==> src/hw/rtl/tlb_pkg.sv <==
// ----------------------------------------------------------------------------
// tlb package
// Types, field widths and codes shared by the translation buffer, its checker and testbench.
// ----------------------------------------------------------------------------
package tlb_pkg;

   localparam int PAGE_BITS  = 20;
   localparam int FRAME_BITS = 20;
   localparam int AGE_BITS   = 16;
   localparam int LFSR_BITS  = 16;
   localparam int SLOT_BITS  = 2;

   localparam logic [AGE_BITS-1:0]  AGE_MAX   = 16'hFFFF;
   localparam logic [LFSR_BITS-1:0] LFSR_SEED = 16'hACE1;

   // replacement policy codes
   localparam logic [1:0] POL_FIFO   = 2'd0;
   localparam logic [1:0] POL_LRU    = 2'd1;
   localparam logic [1:0] POL_RANDOM = 2'd2;

   // request kinds
   localparam logic REQ_LOOKUP = 1'b0;
   localparam logic REQ_FILL   = 1'b1;

   typedef struct packed {
      logic                  req_type;
      logic [PAGE_BITS-1:0]  page;
      logic [FRAME_BITS-1:0] frame;
   } req_payload_type;

   typedef struct packed {
      logic                  hit;
      logic [FRAME_BITS-1:0] frame_out;
      logic [SLOT_BITS-1:0]  slot;
      logic                  evicted;
   } rsp_payload_type;

   typedef struct packed {
      logic [PAGE_BITS-1:0]  page;
      logic [FRAME_BITS-1:0] frame;
      logic [AGE_BITS-1:0]   age;
   } entry_type;

endpackage

==> src/hw/rtl/tlb_ram.sv <==
// ----------------------------------------------------------------------------
// tlb generic ram
// Single write port, single read port, registered read data.
// ----------------------------------------------------------------------------
module tlb_ram #(
   parameter int WIDTH = 56,
   parameter int DEPTH = 4
) (
   input  logic                     clock,
   input  logic                     wr_en,
   input  logic [$clog2(DEPTH)-1:0] wr_addr,
   input  logic [WIDTH-1:0]         wr_data,
   input  logic                     rd_en,
   input  logic [$clog2(DEPTH)-1:0] rd_addr,
   output logic [WIDTH-1:0]         rd_data
);

   logic [WIDTH-1:0] mem_ff [DEPTH];
   logic [WIDTH-1:0] rd_data_ff;

   always_ff @(posedge clock) begin
      if (wr_en) begin
         mem_ff[wr_addr] <= wr_data;
      end
      if (rd_en) begin
         rd_data_ff <= mem_ff[rd_addr];
      end
   end

   assign rd_data = rd_data_ff;

endmodule

==> src/hw/rtl/tlb_with_replacement_policies.sv <==
// ----------------------------------------------------------------------------
// fully associative tlb with fifo, lru and random replacement
// Sequencer around one entry RAM; one request is handled at a time.
// ----------------------------------------------------------------------------
// Steps per transaction: a lookup scans the filled entries in order and, on a hit, runs an
// update pass over the filled entries; a lookup in an empty table goes straight to the response
// (each entry is a ram read then a compare or write); a fill with room runs an update pass that
// writes the new entry; full fill: fifo a shift pass, lru an age search then update, random one write.
// One transaction at a time; the next request is taken after the response.
// Reset: policy LRU, lfsr 0xACE1, fill count zero; no RAM clearing pass.
module tlb_with_replacement_policies #(
   parameter int ENTRIES = 4
) (
   input  logic                      clock,
   input  logic                      reset,
   input  logic                      req_valid,
   output logic                      req_ready,
   input  tlb_pkg::req_payload_type  req_payload,
   output logic                      rsp_valid,
   input  logic                      rsp_ready,
   output tlb_pkg::rsp_payload_type  rsp_payload,
   input  logic                      csr_valid,
   output logic                      csr_ready,
   input  logic [1:0]                csr_data
);

   localparam int IDX_W   = $clog2(ENTRIES);
   localparam int CNT_W   = $clog2(ENTRIES + 1);
   localparam int ENT_W   = $bits(tlb_pkg::entry_type);
   localparam int RECIP_SHIFT = tlb_pkg::LFSR_BITS + IDX_W;
   localparam int PROD_W  = RECIP_SHIFT + tlb_pkg::LFSR_BITS;
   // rounded-up reciprocal, exact quotient for any lfsr value
   localparam int RECIP   = ((1 << RECIP_SHIFT) + ENTRIES - 1) / ENTRIES;
   localparam logic [IDX_W-1:0] LAST_IDX = IDX_W'(ENTRIES - 1);
   localparam logic [CNT_W-1:0] FULL_CNT = CNT_W'(ENTRIES);

   typedef enum logic [8:0] {
      S_IDLE     = 9'b000000001,
      S_SCAN_RD  = 9'b000000010,
      S_SCAN_CHK = 9'b000000100,
      S_MAX_RD   = 9'b000001000,
      S_MAX_CHK  = 9'b000010000,
      S_MOD      = 9'b000100000,
      S_UPD_RD   = 9'b001000000,
      S_UPD_WR   = 9'b010000000,
      S_RESP     = 9'b100000000
   } state_type;

   state_type                        state_ff, state_in;
   logic [1:0]                       policy_ff, policy_in;
   logic [CNT_W-1:0]                 fill_count_ff, fill_count_in;
   logic [tlb_pkg::LFSR_BITS-1:0]    lfsr_ff, lfsr_in;
   tlb_pkg::req_payload_type         req_ff, req_in;
   logic                             hit_ff, hit_in;
   logic [tlb_pkg::FRAME_BITS-1:0]   frame_out_ff, frame_out_in;
   logic [IDX_W-1:0]                 slot_ff, slot_in;
   logic                             evicted_ff, evicted_in;
   logic [IDX_W-1:0]                 idx_ff, idx_in;
   logic [IDX_W-1:0]                 last_ff, last_in;
   logic                             age_en_ff, age_en_in;
   logic                             wr_new_ff, wr_new_in;
   logic                             shift_ff, shift_in;
   logic [tlb_pkg::AGE_BITS-1:0]     best_ff, best_in;
   logic [tlb_pkg::LFSR_BITS-1:0]    rem_ff, rem_in;
   logic                             k_ff, k_in;

   logic                             ram_wr_en;
   logic                             ram_rd_en;
   logic [IDX_W-1:0]                 ram_rd_addr;
   logic [ENT_W-1:0]                 ram_rd_data;
   tlb_pkg::entry_type               rd_entry;
   tlb_pkg::entry_type               wr_entry;
   logic [tlb_pkg::LFSR_BITS-1:0]    lfsr_step;
   logic [PROD_W-1:0]                recip_prod;
   logic [tlb_pkg::LFSR_BITS-1:0]    rem_step;
   logic [tlb_pkg::AGE_BITS-1:0]     age_sat;
   logic [IDX_W+1:0]                 slot_ext;
   logic [IDX_W-1:0]                 idx_inc;

   tlb_ram #(
      .WIDTH (ENT_W),
      .DEPTH (ENTRIES)
   ) u_entry_ram (
      .clock   (clock),
      .wr_en   (ram_wr_en),
      .wr_addr (idx_ff),
      .wr_data (wr_entry),
      .rd_en   (ram_rd_en),
      .rd_addr (ram_rd_addr),
      .rd_data (ram_rd_data)
   );

   assign rd_entry = tlb_pkg::entry_type'(ram_rd_data);
   assign idx_inc  = IDX_W'(idx_ff + 1'b1);

   // fibonacci lfsr, taps 16 14 13 11
   assign lfsr_step = {lfsr_ff[0] ^ lfsr_ff[2] ^ lfsr_ff[3] ^ lfsr_ff[5], lfsr_ff[15:1]};

   // victim is the stepped lfsr modulo ENTRIES: quotient first, remainder next cycle
   assign recip_prod = PROD_W'(lfsr_ff) * PROD_W'(RECIP);
   assign rem_step   = lfsr_ff - tlb_pkg::LFSR_BITS'(rem_ff * tlb_pkg::LFSR_BITS'(ENTRIES));

   assign age_sat = (rd_entry.age == tlb_pkg::AGE_MAX) ? rd_entry.age
                                                       : tlb_pkg::AGE_BITS'(rd_entry.age + 1'b1);

   // in a shift pass each slot takes the contents of the one above it
   assign ram_rd_addr = (state_ff == S_UPD_RD && shift_ff && idx_ff != last_ff) ? idx_inc
                                                                                : idx_ff;
   assign ram_rd_en   = (state_ff == S_SCAN_RD) || (state_ff == S_MAX_RD) ||
                        (state_ff == S_UPD_RD);
   assign ram_wr_en   = (state_ff == S_UPD_WR);

   always_comb begin
      if (idx_ff == slot_ff && wr_new_ff) begin
         wr_entry.page  = req_ff.page;
         wr_entry.frame = req_ff.frame;
         wr_entry.age   = '0;
      end else if (idx_ff == slot_ff) begin
         wr_entry.page  = rd_entry.page;
         wr_entry.frame = rd_entry.frame;
         wr_entry.age   = '0;
      end else begin
         wr_entry.page  = rd_entry.page;
         wr_entry.frame = rd_entry.frame;
         wr_entry.age   = age_en_ff ? age_sat : rd_entry.age;
      end
   end

   always_comb begin
      state_in      = state_ff;
      policy_in     = policy_ff;
      fill_count_in = fill_count_ff;
      lfsr_in       = lfsr_ff;
      req_in        = req_ff;
      hit_in        = hit_ff;
      frame_out_in  = frame_out_ff;
      slot_in       = slot_ff;
      evicted_in    = evicted_ff;
      idx_in        = idx_ff;
      last_in       = last_ff;
      age_en_in     = age_en_ff;
      wr_new_in     = wr_new_ff;
      shift_in      = shift_ff;
      best_in       = best_ff;
      rem_in        = rem_ff;
      k_in          = k_ff;

      if (csr_valid) begin
         policy_in = csr_data;
      end

      unique case (state_ff)
         S_IDLE: begin
            if (req_valid) begin
               req_in       = req_payload;
               hit_in       = 1'b0;
               frame_out_in = '0;
               slot_in      = '0;
               evicted_in   = 1'b0;
               idx_in       = '0;
               age_en_in    = 1'b1;
               wr_new_in    = 1'b1;
               shift_in     = 1'b0;
               if (req_payload.req_type == tlb_pkg::REQ_LOOKUP) begin
                  wr_new_in = 1'b0;
                  if (fill_count_ff == '0) begin
                     state_in = S_RESP;
                  end else begin
                     last_in  = IDX_W'(fill_count_ff - 1'b1);
                     state_in = S_SCAN_RD;
                  end
               end else if (fill_count_ff != FULL_CNT) begin
                  slot_in       = fill_count_ff[IDX_W-1:0];
                  last_in       = fill_count_ff[IDX_W-1:0];
                  fill_count_in = CNT_W'(fill_count_ff + 1'b1);
                  state_in      = S_UPD_RD;
               end else begin
                  evicted_in = 1'b1;
                  unique case (policy_ff)
                     tlb_pkg::POL_FIFO: begin
                        shift_in  = 1'b1;
                        age_en_in = 1'b0;
                        slot_in   = LAST_IDX;
                        last_in   = LAST_IDX;
                        state_in  = S_UPD_RD;
                     end
                     tlb_pkg::POL_RANDOM: begin
                        lfsr_in   = lfsr_step;
                        k_in      = 1'b0;
                        age_en_in = 1'b0;
                        state_in  = S_MOD;
                     end
                     default: begin
                        // lru, and the unused code behaves the same
                        best_in  = '0;
                        last_in  = LAST_IDX;
                        state_in = S_MAX_RD;
                     end
                  endcase
               end
            end
         end
         S_SCAN_RD: begin
            state_in = S_SCAN_CHK;
         end
         S_SCAN_CHK: begin
            if (rd_entry.page == req_ff.page) begin
               hit_in       = 1'b1;
               frame_out_in = rd_entry.frame;
               slot_in      = idx_ff;
               idx_in       = '0;
               state_in     = S_UPD_RD;
            end else if (idx_ff == last_ff) begin
               state_in = S_RESP;
            end else begin
               idx_in   = idx_inc;
               state_in = S_SCAN_RD;
            end
         end
         S_MAX_RD: begin
            state_in = S_MAX_CHK;
         end
         S_MAX_CHK: begin
            // strict compare keeps the first slot holding the largest age
            if (rd_entry.age > best_ff) begin
               best_in = rd_entry.age;
               slot_in = idx_ff;
            end
            if (idx_ff == LAST_IDX) begin
               idx_in   = '0;
               state_in = S_UPD_RD;
            end else begin
               idx_in   = idx_inc;
               state_in = S_MAX_RD;
            end
         end
         S_MOD: begin
            if (!k_ff) begin
               rem_in = recip_prod[RECIP_SHIFT +: tlb_pkg::LFSR_BITS];
               k_in   = 1'b1;
            end else begin
               slot_in  = rem_step[IDX_W-1:0];
               idx_in   = rem_step[IDX_W-1:0];
               last_in  = rem_step[IDX_W-1:0];
               state_in = S_UPD_RD;
            end
         end
         S_UPD_RD: begin
            state_in = S_UPD_WR;
         end
         S_UPD_WR: begin
            if (idx_ff == last_ff) begin
               state_in = S_RESP;
            end else begin
               idx_in   = idx_inc;
               state_in = S_UPD_RD;
            end
         end
         S_RESP: begin
            if (rsp_ready) begin
               state_in = S_IDLE;
            end
         end
         default: begin
            state_in = S_IDLE;
         end
      endcase
   end

   always_ff @(posedge clock) begin
      if (reset) begin
         state_ff      <= S_IDLE;
         policy_ff     <= tlb_pkg::POL_LRU;
         fill_count_ff <= '0;
         lfsr_ff       <= tlb_pkg::LFSR_SEED;
      end else begin
         state_ff      <= state_in;
         policy_ff     <= policy_in;
         fill_count_ff <= fill_count_in;
         lfsr_ff       <= lfsr_in;
      end
      req_ff       <= req_in;
      hit_ff       <= hit_in;
      frame_out_ff <= frame_out_in;
      slot_ff      <= slot_in;
      evicted_ff   <= evicted_in;
      idx_ff       <= idx_in;
      last_ff      <= last_in;
      age_en_ff    <= age_en_in;
      wr_new_ff    <= wr_new_in;
      shift_ff     <= shift_in;
      best_ff      <= best_in;
      rem_ff       <= rem_in;
      k_ff         <= k_in;
   end

   assign slot_ext = {2'b00, slot_ff};

   assign req_ready             = (state_ff == S_IDLE);
   assign csr_ready             = 1'b1;
   assign rsp_valid             = (state_ff == S_RESP);
   assign rsp_payload.hit       = hit_ff;
   assign rsp_payload.frame_out = frame_out_ff;
   assign rsp_payload.slot      = slot_ext[tlb_pkg::SLOT_BITS-1:0];
   assign rsp_payload.evicted   = evicted_ff;

endmodule

==> config.mk <==
export PLATFORM = sky130hd
export DESIGN_NAME = tlb_with_replacement_policies
export DESIGN_NICKNAME = d
export VERILOG_FILES = /design/src/hw/rtl/tlb_pkg.sv /design/src/hw/rtl/tlb_ram.sv /design/src/hw/rtl/tlb_with_replacement_policies.sv
export SDC_FILE = /design/constraint.sdc
export NUM_CORES = 1
export LEC_CHECK = 0
export BUFFER_PORTS_ARGS = -buffer_cell sky130_fd_sc_hd__buf_2
export CORE_ASPECT_RATIO = 1.75
export CORE_MARGIN = 5
export CORE_UTILIZATION = 40
export DETAILED_ROUTE_END_ITERATION = 12
export SLEW_MARGIN = 20
export SYNTH_ARGS = -nofsm -noshare
export SYNTH_HDL_FRONTEND = slang
export SYNTH_SLANG_ARGS = --single-unit
==> constraint.sdc <==
create_clock -name clock -period 5.3 [get_ports clock]
set_clock_uncertainty 0.15 [all_clocks]
set_input_delay 1.06 -clock clock [delete_from_list [all_inputs] [get_ports clock]]
set_output_delay 1.06 -clock clock [all_outputs]
set_load 0.02 [all_outputs]
Word-level counts from Yosys, hierarchy flattened:

Memory sizes are Yosys's and may differ from the RTL's. A register that Yosys moved wholly into a read port is not among the register bits.
Cells that the tools add are included.

* add/sub/neg operators: 5
* multipliers: 0
* div/mod/pow operators: 0
* $lt $le $gt $ge: 1
* equality and inequality tests: 28
* shift operators: 0
* multiplexer cells: 59
* bitwise gates (word level): 5
* reduce and logical (&&, ||, !) cells: 24

Operator list (count)
* 2-to-1 mux 16 bit: 8
* one-hot mux 9 bit (9 select lines): 1
* 2-to-1 mux 9 bit: 8
* 2-to-1 mux 56 bit: 1
* 2-to-1 mux 20 bit: 2
* one-hot mux 20 bit (2 select lines): 1
* 2-to-1 mux 2 bit: 17
* one-hot mux 16 bit (2 select lines): 1
* equality test 20 bit: 1
* AND reduction 5 bit: 4
* adder 16 x 1 -> 16 bit (second input constant): 1
* equality test 16 bit (second input constant): 1
* greater-than comparator 16 bit: 1
* 2-to-1 mux 7 bit: 2
* one-hot mux 7 bit (2 select lines): 1
* 2-to-1 mux 1 bit: 12
* inequality test 2 bit (second input constant): 6
* one-hot mux 2 bit (5 select lines): 1
* equality test 9 x 1 -> 1 bit (second input constant): 1
* equality test 9 x 2 -> 1 bit (second input constant): 1
* equality test 9 x 3 -> 1 bit (second input constant): 1
* equality test 9 x 4 -> 1 bit (second input constant): 1
* equality test 9 x 5 -> 1 bit (second input constant): 1
* equality test 9 x 6 -> 1 bit (second input constant): 1
* other kinds (29): 47

* register bits after elaboration: 118
* bits in latches: 0
* RAM bits: 224
* ROM bits: 0
* input bits: 48
* output and inout bits: 27
* word-level logic and storage cells: 140
* memories: 1

Memory list
* u_entry_ram.mem_ff: words 4, width 56, read ports 1, clocked after memory_dff 1, wr ports 1, RTL line tlb_ram.sv:18 `logic [WIDTH-1:0] mem_ff [DEPTH];`

Depth between registers and ports, before layout:

Gate-level depths: netlist of run 1.

* depth in word-level cells: 7
* gate-level depth with buffers: 9
* depth with buffers taken out: 8

Cells and area by module:

Synthesis of run 1 repeated with hierarchy kept, for this count alone.

* cells, all modules: 914
* area total of the unflattened synthesis: 16050.4 µm²

Modules (own cells, without submodules)
* tlb_ram: times used 1, cells each 352, area an instance 9828.2 µm², sequential area each 8408.1 µm²
* tlb_with_replacement_policies: times used 1, cells each 562, area an instance 6222.2 µm², sequential area each 3243.1 µm²

Least setup slack after synthesis of run 1:

OpenSTA, ideal clock, no wires.

* path type: input port to flip-flop
* start point: input req_valid
* end point: register k_ff, enable pin
* setup time: 0.294 ns
* data arrival time: 3.312 ns
* required time: 4.856 ns
* slack: 1.544 ns
* stages: 5
* path buffers: 1
* cell sequence: inv_1 nor2_2 nand3_1 clkbuf_1 nand2_1

* longest elaborated chain between the ends: 2

Ends and longest elaborated chain
* start, declared: RTL line tlb_with_replacement_policies.sv:16 `input logic req_valid,`
* inequality test 2 bit (no source line)
* AND reduction 5 bit (no source line)
* end signal, assigned: RTL line tlb_with_replacement_policies.sv:294 `k_ff <= k_in;`
* end, declared: RTL line tlb_with_replacement_policies.sv:65 `logic k_ff, k_in;`

Every way passes these cells.
A chain may end at the register's enable or synchronous reset.

Final worst setup path of run 1:

* start point: register state_ff[1]
* end point: output req_ready

* longest elaborated chain between the ends: 1

Ends and longest elaborated chain
* start, declared: RTL line tlb_with_replacement_policies.sv:49 `state_type state_ff, state_in;`
* start signal, assigned: RTL line tlb_with_replacement_policies.sv:277 `state_ff <= state_in;`
* equality test 9 x 1 -> 1 bit: RTL line tlb_with_replacement_policies.sv:299 `assign req_ready = (state_ff == S_IDLE);`
* end, declared: RTL line tlb_with_replacement_policies.sv:17 `output logic req_ready,`

Every way passes these cells.

==> key figures, run 1 <==
Pwr
  • Leak: 6.26 nW
  • Switching Share: around 27%
  • Reg power frac: between 40 and 50%
  • Peak supply drop: 0.000302 V
  • Pwr Total: a little under 9 mW
  • Cell internal pwr: between 6 and 7 mW
  • Clock share of power: 30.8%
  • P_sw: 2.36 mW
  • Pwr/cell area: a little under 500 mW/mm^2
  • Combinational share of power: 22.1%

Final layout
  • Area of the multi-input gates: around 0.0041 mm^2
  • Reg area: 0.0117 mm^2
  • Design Area, Final: 0.0181 mm^2
  • Area Overhead vs Synth: 13.4%
  • FILL cells: ~3400
  • Final net count: 1075
  • Final core occ: around 46%
  • Antenna diode count: 0
  • Share of post-route cells with drive strength above 1: 25.0%

GRT
  • Largest net degree at the start of global routing: between 50 and 60
  • Initial antenna violation count: 0
  • Congestion Overflow GR: 0
  • Global-route usage over all layers: 14.0%
  • Number of global-route vias before repair: ~8600
  • First-pass GRT wire length: 48400 um

Worst setup path
  • Crit path arrival time: 2.22 ns
  • Kind of critical path: flip-flop to output port
  • Worst Setup End Kind: output port
  • Top delay family on crit path: simple AND/OR/NAND/NOR gates
  • Critical path cell sequence: nor4_1 -> nand4b_1 -> inv_1 -> buf_2
  • Crit path buf inv count: 2
  • Critical Path Start Type: flip-flop
  • CP max stage cell: nor4_1
  • Critical path peak fanout: 8
  • Worst Path Required: a little over 4 ns
  • CP max stage delay: 0.48 ns

Drt
  • Antenna Nets Post-Route: 0
  • DR WL/cell: between 20 and 25 um
  • Starting DRC count in detailed routing: ~480
  • Via count: approximately 8000
  • DRT Pass-1 Iters: 5
  • Drt total wl: 30800 um
  • DRC Markers: 0
  • Vias/cell: between 5 and 6

Timing
  • Peak Freq: 291 MHz
  • Final Critical Period: 3.43 ns
  • Hold Fails Final Rpt: 0
  • Unrepaired setup endpoints after global routing: no
  • Period utilization: 64.8%
  • Fin. max-slew vios: 0
  • Slew HR: 38.1%
  • Setup violations, final: 0
  • Least-Margin Pin Slew: 0.928 ns
  • Setup slack after layout: 1.87 ns
  • Setup tns final: 0 ns

Min path
  • Worst Hold Class: flip-flop to flip-flop

Clocking
  • CTS H-tree lvls: 2
  • Sink Count: 398
  • CTS tree: done
  • Clk slew on worst S/H paths: 0.07 ns
  • Postcts setup bufs: 0
  • Max Root-Sink Buffers: 3
  • Clock root buffer: clkbuf_16
  • Clk_lat worst skew: 0.52 ns
  • Cts bufs inserted: 36
  • Post_cts resized: 0
  • # hold bufs at CTS: 0

Place
  • Dpl ws: just under 2 ns
  • Post-DP Area: 0.0169 mm^2
  • Gp weighted congestion: 0.824
  • Port buffer count: 73
  • Post-DP HPWL: 19000 um

Synthesis
  • YS warnings: 0
  • Syn_area_per_cell: 17.4 um^2
  • #FFs+latches synth: 398
  • Asr flop ratio synth: 0%
  • Syn nets: 989
  • Synth Cell Area: between 0.015 and 0.02 mm^2
  • Syn Inst Count: between 900 and 1000
  • Sequential share of the synthesized area: 72.8%
  • Top_reg_cell synth: edfxtp_1
  • Post-synth EDFFs: about 370
  • Synth cell types: 56

Run status
  • Status: finished, final reports clean

Run
  • Number of max-cap violations: 0

Floorplanning
  • I/O pins: 75
  • Core outline area: 0.0398 mm^2
  • Row count: 97
  • Initial Util: 40.2%
  • Chip Height: around 270 um
  • Die ar.: 0.0442 mm^2
  • DIE WIDTH: roughly 160 um
worst paths after layout:
| path | cells past startpoint | slack (ns) | to | startpoint |
|---|---|---|---|---|
| setup / recovery | 4 | 1.87 | req_ready | state_ff[1]$_SDFFE_PP0P_ |
| hold / removal | 2 | 0.30 | lfsr_ff[14]$_SDFFE_PP0P_ | lfsr_ff[15]$_SDFFE_PP1P_ |
| setup reg to reg | 7 | 2.01 | best_ff[12]$_SDFFCE_PN0P_ | state_ff[1]$_SDFFE_PP0P_ |
| hold reg to reg | 2 | 0.30 | lfsr_ff[14]$_SDFFE_PP0P_ | lfsr_ff[15]$_SDFFE_PP1P_ |
worst register-to-register path: cells and delay by family (launching register included):
kind / cells / cell delay [ns]
flip-flops: 1 / 0.35
buffers and inverters: 2 / 0.80
AND/OR/NAND/NOR: 4 / 1.57
AO/OA/AOI/OAI: 1 / 0.11
layout by cell type, fill, tap and decap left out, drive strengths merged, types with 2 or more instances in the layout:
master,instances
and3,13
edfxtp,368
or4b,3
mux2i,4
a21oi,28
xnor2,26
nand4b,2
a211o,3
nand3b,8
a21o,2
o211ai,3
nor4,2
and4,3
a31o,2
a211oi,2
mux2,42
nand3,19
nand2,47
o21ai,16
nor2,42
bufinv,4
nor3,8
buf,86
nor2b,3
a31oi,2
nand4,14
nor3b,4
dfxtp,30
inv,30
clkinv,14
or2,2
and2,41
clkbuf,45
xor2,16
ha,23
mux4,56
nand2b,4
cells by family after synthesis:
group                    count (synthesis)  share of synthesized area, %
AND/OR/NAND/NOR                        216                          7.26
buffers and inverters                   67                          2.00
flip-flops                             398                          72.8
adder cells (fa/ha/maj)                 23                          1.80
other                                    1                        0.0234
AO/OA/AOI/OAI                           69                          2.69
XOR/XNOR                                42                          2.30
multiplexers                           102                          11.1
final cells by class:
type,count,share of cell area [%]
clock buffer,45,5.67
inverter,29,0.607
clock inverter,20,1.14
tap,495,3.41
timing repair buffer,86,2.55
sequential,398,64.2
multi-input combinational,453,22.4
stage by stage:
stage / hold slack [ns] / std cells
3_3_place_gp: 0.290 / 1461
3_5_place_dp: 0.297 / 1461
2_1_floorplan: 0.282 / 918
5_1_grt: 0.320 / 1526
6_report: 0.302 / 1526
4_1_cts: 0.306 / 1526
registers in the layout (all words and copies together) (netlist names):
signal               cells
frame_out_ff            20
req_ff                  40
last_ff                  2
k_ff                     1
state_ff                 9
best_ff                 16
idx_ff                   2
slot_ff                  2
shift_ff                 1
u_entry_ram.rd_data     56
lfsr_ff                 16
age_en_ff                1
wr_new_ff                1
u_entry_ram.mem_ff     224
policy_ff                2
fill_count_ff            3
hit_ff                   1
evicted_ff               1
metal layers:
layer  global-route usage, %  part of all wire, %
met1                    16.4                   40
met2                    26.2                   55
met3                    1.71                  2.9
met4                    5.10                  2.7
met5                       0                    0
power groups by stage:
stage	clock network, mW	registers (mW)	logic (mW)
5_1_grt	2.90	4.13	2.10
4_1_cts	2.76	4.12	1.97
3_5_place_dp	0	4.18	1.97
3_3_place_gp	0	4.18	1.93
2_1_floorplan	0	4.18	1.44
6_report	2.68	4.11	1.93
cells in the mapped netlist, drive strengths merged (4+ instances only):
cell type / instances / area share [%]
nand4: 14 / 0.55
mux4: 56 / 7.9
ha: 23 / 1.8
nand3b: 8 / 0.38
nor2: 42 / 1.0
clkbuf: 20 / 0.47
nand2: 47 / 1.1
mux2i: 4 / 0.25
nand2b: 4 / 0.16
buf: 18 / 0.85
and2: 41 / 1.6
nor3: 8 / 0.32
a21oi: 28 / 0.88
and3: 13 / 0.51
mux2: 42 / 3.0
xor2: 16 / 0.88
nand3: 19 / 0.63
edfxtp: 368 / 69
xnor2: 26 / 1.4
nor3b: 4 / 0.19
dfxtp: 30 / 3.8
o21ai: 16 / 0.50
inv: 29 / 0.68
Power figures use the tool's default switching activity.
==> inputs of run 2 (changes only) <==
==> constraint.sdc (replaced) <==
create_clock -name clock -period 3.13 [get_ports clock]
set_clock_uncertainty 0.15 [all_clocks]
set_input_delay 0.626 -clock clock [delete_from_list [all_inputs] [get_ports clock]]
set_output_delay 0.626 -clock clock [all_outputs]
set_load 0.02 [all_outputs]
==> key figures, run 2 (synthesis results as in run 1) <==
Drt
  • Via count: 8030
  • Antenna Nets Post-Route: 0
  • DRT Pass-1 Iters: 5
  • DRC Markers: 0
  • Starting DRC count in detailed routing: 456
  • DR WL/cell: 20.2 um
  • Vias/cell: ~5.2
  • Drt total wl: approximately 31000 um

Place
  • Gp weighted congestion: 0.783
  • Post-DP Area: 0.0171 mm^2
  • Port buffer count: 73
  • Post-DP HPWL: 19400 um
  • Placed Cells: approximately 1500

Floorplanning
  • Chip Height: about 270 um
  • Core outline area: 0.0398 mm^2
  • Die ar.: 0.0442 mm^2
  • Initial Util: 40.2%
  • Row count: 97
  • DIE WIDTH: 161 um
  • I/O pins: 75

Final layout
  • Commonest non-fill, non-tap cell in the layout: edfxtp_1
  • Post-route insts no fill: 1540
  • Largest register FFs: between 200 and 250
  • Area Overhead vs Synth: 14.7%
  • Most frequent cells in the layout: 368 x edfxtp_1, 73 x buf_2, 56 x mux4_2, 46 x nand2_1, 41 x mux2_2
  • Share of post-route cells with drive strength above 1: 25.8%
  • Final core occ: between 40% and 50%
  • Reg with most FFs: u_entry_ram.mem_ff
  • Design Area, Final: ~0.018 mm^2
  • FILL cells: 3377
  • Final net count: 1088
  • Antenna diode count: 0

Worst setup path
  • Critical path peak fanout: 8
  • Internal reg-to-reg setup slack: 0.42 ns
  • Top delay family on crit path: simple AND/OR/NAND/NOR gates
  • CP max stage delay: 0.51 ns
  • Crit path arrival time: 2.08 ns
  • CP max stage cell: nor4_1
  • Worst Path Required: roughly 2.4 ns
  • Critical path cell sequence: nor4_1 -> nand4b_1 -> buf_4 -> inv_1 -> buf_2
  • Crit path buf inv count: 3
  • Kind of critical path: flip-flop to output port
  • Worst Setup End Kind: output port
  • Critical Path Start Type: flip-flop

Clocking
  • Sink Count: around 400
  • Clk slew on worst S/H paths: 0.06 ns
  • Max Root-Sink Buffers: 3
  • # hold bufs at CTS: 0
  • Clk_lat worst skew: 0.53 ns
  • CTS H-tree lvls: 2
  • Clock root buffer: clkbuf_16
  • CTS tree: done
  • Postcts setup bufs: 0
  • Post_cts resized: 0
  • Cts bufs inserted: 37

Run
  • Number of max-cap violations: 0

Timing
  • Slew HR: 55.6%
  • Unrepaired setup endpoints after global routing: no
  • Setup violations, final: 0
  • Period utilization: 91.3%
  • Peak Freq: 350 MHz
  • Fin. max-slew vios: 0
  • Hold Fails Final Rpt: 0
  • Final Critical Period: 2.86 ns
  • Least-Margin Pin Slew: 0.662 ns
  • Setup tns final: 0 ns

Pwr
  • Cell internal pwr: 11.0 mW
  • Peak supply drop: 0.000473 V
  • Leak: 6.36 nW
  • Pwr Total: 15.0 mW
  • Switching Share: between 20% and 30%
  • P_sw: 4.03 mW
  • Clock share of power: 30.8%
  • Combinational share of power: 22.9%
  • Reg power frac: 46.3%
  • Pwr/cell area: slightly above 800 mW/mm^2

Run status
  • Status: finished, final reports clean

GRT
  • Global-route usage over all layers: 14.1%
  • Congestion Overflow GR: 0
  • Number of global-route vias before repair: 8664
  • Largest net degree at the start of global routing: 57
  • Initial antenna violation count: 0
  • First-pass GRT wire length: 48400 um

Min path
  • Worst Hold Class: input pin to flip-flop
## run 2: cell types whose count changed in the layout (fill, tap and decap cells not counted), moves of 2 or more
cell | before | now
buf_12 | 0 | 10
inv_6 | 1 | 3
clkbuf_1 | 3 | 5
buf_4 | 13 | 15
clkbuf_8 | 3 | 0
## run 2: power by group through the flow
stage | Sequential, mW | Combinational (mW) | Clock, mW
after floorplan | 7.06 | 2.45 | 0
after global placement | 7.06 | 3.41 | 0
after detailed placement | 7.07 | 3.52 | 0
after CTS | 6.95 | 3.52 | 4.75
after global routing | 6.98 | 3.75 | 4.96
final | 6.94 | 3.44 | 4.62
## run 2: cell type report
type / instances / area (um^2) / share of cell area, %
clock buffers: 44 / 995 / 5.42
clock inverters: 23 / 248 / 1.35
well taps: 495 / 619 / 3.38
multi-input cells: 453 / 4050 / 22.1
flip-flops and latches: 398 / 11700 / 63.5
inverters: 29 / 109 / 0.593
repair buffers: 98 / 678 / 3.70
## run 2: worst register-to-register path: cells and delay by family, from the launching register on
family / cells / cell delay, ns
simple gates: 3 / 0.65
buf+inv: 1 / 0.25
flops: 1 / 0.38
mux: 2 / 1.00
## run 2: final timing paths
kind,start,end,depth (start not counted)
max,state_ff[1]$_SDFFE_PP0P_,req_ready,5
min,req_payload[20],req_ff[20]$_DFFE_PP_,1
max reg2reg,state_ff[0]$_SDFFE_PP1P_,u_entry_ram.rd_data[2]$_DFFE_PP_,6
min reg2reg,lfsr_ff[9]$_SDFFE_PP0P_,lfsr_ff[8]$_SDFFE_PP0P_,2
## run 2: metrics by stage
step / setup slack [ns] / hold WS [ns]
after floorplan: 0.00293 / 0.282
after global placement: 0.492 / 0.287
after detailed placement: 0.437 / 0.304
after CTS: 0.266 / 0.0877
after global routing: 0.145 / 0.0895
final: 0.273 / 0.113
## run 2: layer usage
layer	track usage [%]	vias to the layer above	part of all wire (%)
met2	26.3	156	54
met3	1.93	61	3.3
li1	-	3743	-
met4	5.59	0	3.5
met5	0	-	0
met1	16.2	4070	39
==> inputs of run 3 (changes only) <==
==> constraint.sdc (replaced) <==
create_clock -name clock -period 3.13 [get_ports clock]
set_clock_uncertainty 0.15 [all_clocks]
set_input_delay 0.626 -clock clock [delete_from_list [all_inputs] [get_ports clock]]
set_output_delay 0.626 -clock clock [all_outputs]
set_load 0.01 [all_outputs]
==> key figures, run 3 (synthesis results as in run 1) <==
Run status
  • Status: finished, final reports clean

Clocking
  • Postcts setup bufs: 0
  • Max Root-Sink Buffers: 3
  • Sink Count: 398
  • Cts bufs inserted: 36
  • Clk slew on worst S/H paths: approximately 0.070 ns
  • CTS H-tree lvls: 2
  • # hold bufs at CTS: 0
  • Clock root buffer: clkbuf_16
  • CTS tree: done
  • Post_cts resized: 0
  • Clk_lat worst skew: 0.53 ns

Worst setup path
  • Kind of critical path: flip-flop to output port
  • Internal reg-to-reg setup slack: about 0.47 ns
  • Crit path to: req_ready
  • Crit path arrival time: 2.03 ns
  • Worst Path Required: 2.35 ns
  • Worst Setup End Kind: output port
  • Reg2Reg Depth: 6
  • Critical Path Start Type: flip-flop
  • Critical path cell sequence: nor4_1 -> nand4b_1 -> buf_4 -> inv_1 -> buf_2
  • Crit path launch: state_ff[1]$_SDFFE_PP0P_
  • Reg-to-Reg Start: state_ff[0]$_SDFFE_PP1P_
  • Critical path peak fanout: 8
  • CP max stage delay: 0.50 ns
  • CP max stage cell: nor4_1
  • Worst R2R End: u_entry_ram.rd_data[2]$_DFFE_PP_

Min path
  • Worst Hold Class: input pin to flip-flop

Floorplanning
  • Chip Height: 275 um
  • Core outline area: 0.0398 mm^2
  • Initial Util: 40.2%
  • DIE WIDTH: between 150 and 200 um
  • Die ar.: 0.0442 mm^2
  • Row count: just under 100
  • I/O pins: 75

Drt
  • Starting DRC count in detailed routing: 358
  • DRT Pass-1 Iters: 4
  • Antenna Nets Post-Route: 0
  • Vias/cell: approximately 5.2
  • DR WL/cell: 19.9 um
  • Drt total wl: slightly above 30000 um
  • DRC Markers: 0
  • Via count: 7969

Final layout
  • Most frequent cells in the layout: 368 x edfxtp_1, 73 x buf_2, 56 x mux4_2, 46 x nand2_1, 41 x mux2_2
  • Area of the multi-input gates: 0.00405 mm^2
  • Antenna diode count: 0
  • Reg with most FFs: u_entry_ram.mem_ff
  • Commonest non-fill, non-tap cell in the layout: edfxtp_1
  • Largest register FFs: 224
  • Reg area: 0.0117 mm^2
  • Share of post-route cells with drive strength above 1: 25.9%
  • FILL cells: 3428
  • Area Overhead vs Synth: 14.2%
  • Post-route insts no fill: ~1500
  • Final net count: roughly 1100

Timing
  • Hold slack: 0.112 ns
  • Fin. max-slew vios: 0
  • Period utilization: 89.7%
  • Peak Freq: 356 MHz
  • Setup tns final: 0 ns
  • Final Critical Period: 2.81 ns
  • Hold Fails Final Rpt: 0
  • Setup violations, final: 0
  • Setup slack after layout: between 0.3 and 0.4 ns
  • Least-Margin Pin Slew: 0.505 ns
  • Unrepaired setup endpoints after global routing: no
  • Slew HR: 66.0%

Pwr
  • Peak supply drop: 0.000501 V
  • Leak: 6.31 nW
  • Pwr/cell area: 808 mW/mm^2
  • Pwr Total: 14.8 mW

Place
  • Placed Cells: 1468
  • Post-DP HPWL: 18900 um
  • Gp weighted congestion: 0.807
  • Port buffer count: 73
  • Dpl ws: 0.432 ns

GRT
  • Number of global-route vias before repair: 8693
  • Initial antenna violation count: 0
  • Largest net degree at the start of global routing: 57
  • Global-route usage over all layers: 14.0%
  • Congestion Overflow GR: 0
  • First-pass GRT wire length: 48300 um

Run
  • Number of max-cap violations: 0
-- run 3: cell count changes in the layout (fill, tap and decap cells not counted), moves of 2 or more --
cell        before  now
buf_4           15   10
clkinvlp_4       2    4
clkinv_1         7    1
clkbuf_1         5    3
clkbuf_16       39   37
-- run 3: metal layers --
layer	global-route usage, %	up-vias	wire [um]
met3	1.93	50	1060
li1	-	3715	-
met2	26.5	141	16900
met5	0	-	0
met1	16.1	4063	11600
met4	5.12	0	944
-- run 3: worst min path at each step --
stage          depth (start not counted)  slack, ns                     start                       end
2_1_floorplan                          2       0.28  lfsr_ff[13]$_SDFFE_PP1P_  lfsr_ff[12]$_SDFFE_PP0P_
3_3_place_gp                           2       0.29  lfsr_ff[13]$_SDFFE_PP1P_  lfsr_ff[12]$_SDFFE_PP0P_
3_5_place_dp                           2       0.30   lfsr_ff[9]$_SDFFE_PP0P_   lfsr_ff[8]$_SDFFE_PP0P_
4_1_cts                                1       0.08           req_payload[10]      req_ff[10]$_DFFE_PP_
5_1_grt                                1       0.09           req_payload[10]      req_ff[10]$_DFFE_PP_
6_report                               1       0.11           req_payload[10]      req_ff[10]$_DFFE_PP_
-- run 3: power by group --
part	total (mW)	internal, mW	switching [mW]
clock	4.50	2.61	1.89
combinational	3.32	1.52	1.80
sequential	6.95	6.72	0.230
total	14.8	10.8	3.92
-- run 3: worst max-delay path: cells and delay by family (launching register included) --
family	cells	cell delay, ns
flip-flops	1	0.36
buffers and inverters	3	0.49
AND/OR/NAND/NOR	2	0.67
-- run 3: through the flow --
stage          instance area (um^2)  utilization, %
3_3_place_gp                  17100            42.9
4_1_cts                       18300            45.9
2_1_floorplan                 16000               -
6_report                      18300            45.9
5_1_grt                       18300            45.9
3_5_place_dp                  17100            42.9
-- run 3: layout make-up --
class	count	share of cell area (%)
tap	495	3.39
clock buffer	41	5.20
inverter	29	0.596
timing repair buffer	93	3.51
clock inverter	21	1.37
multi-input combinational	453	22.2
sequential	398	63.8
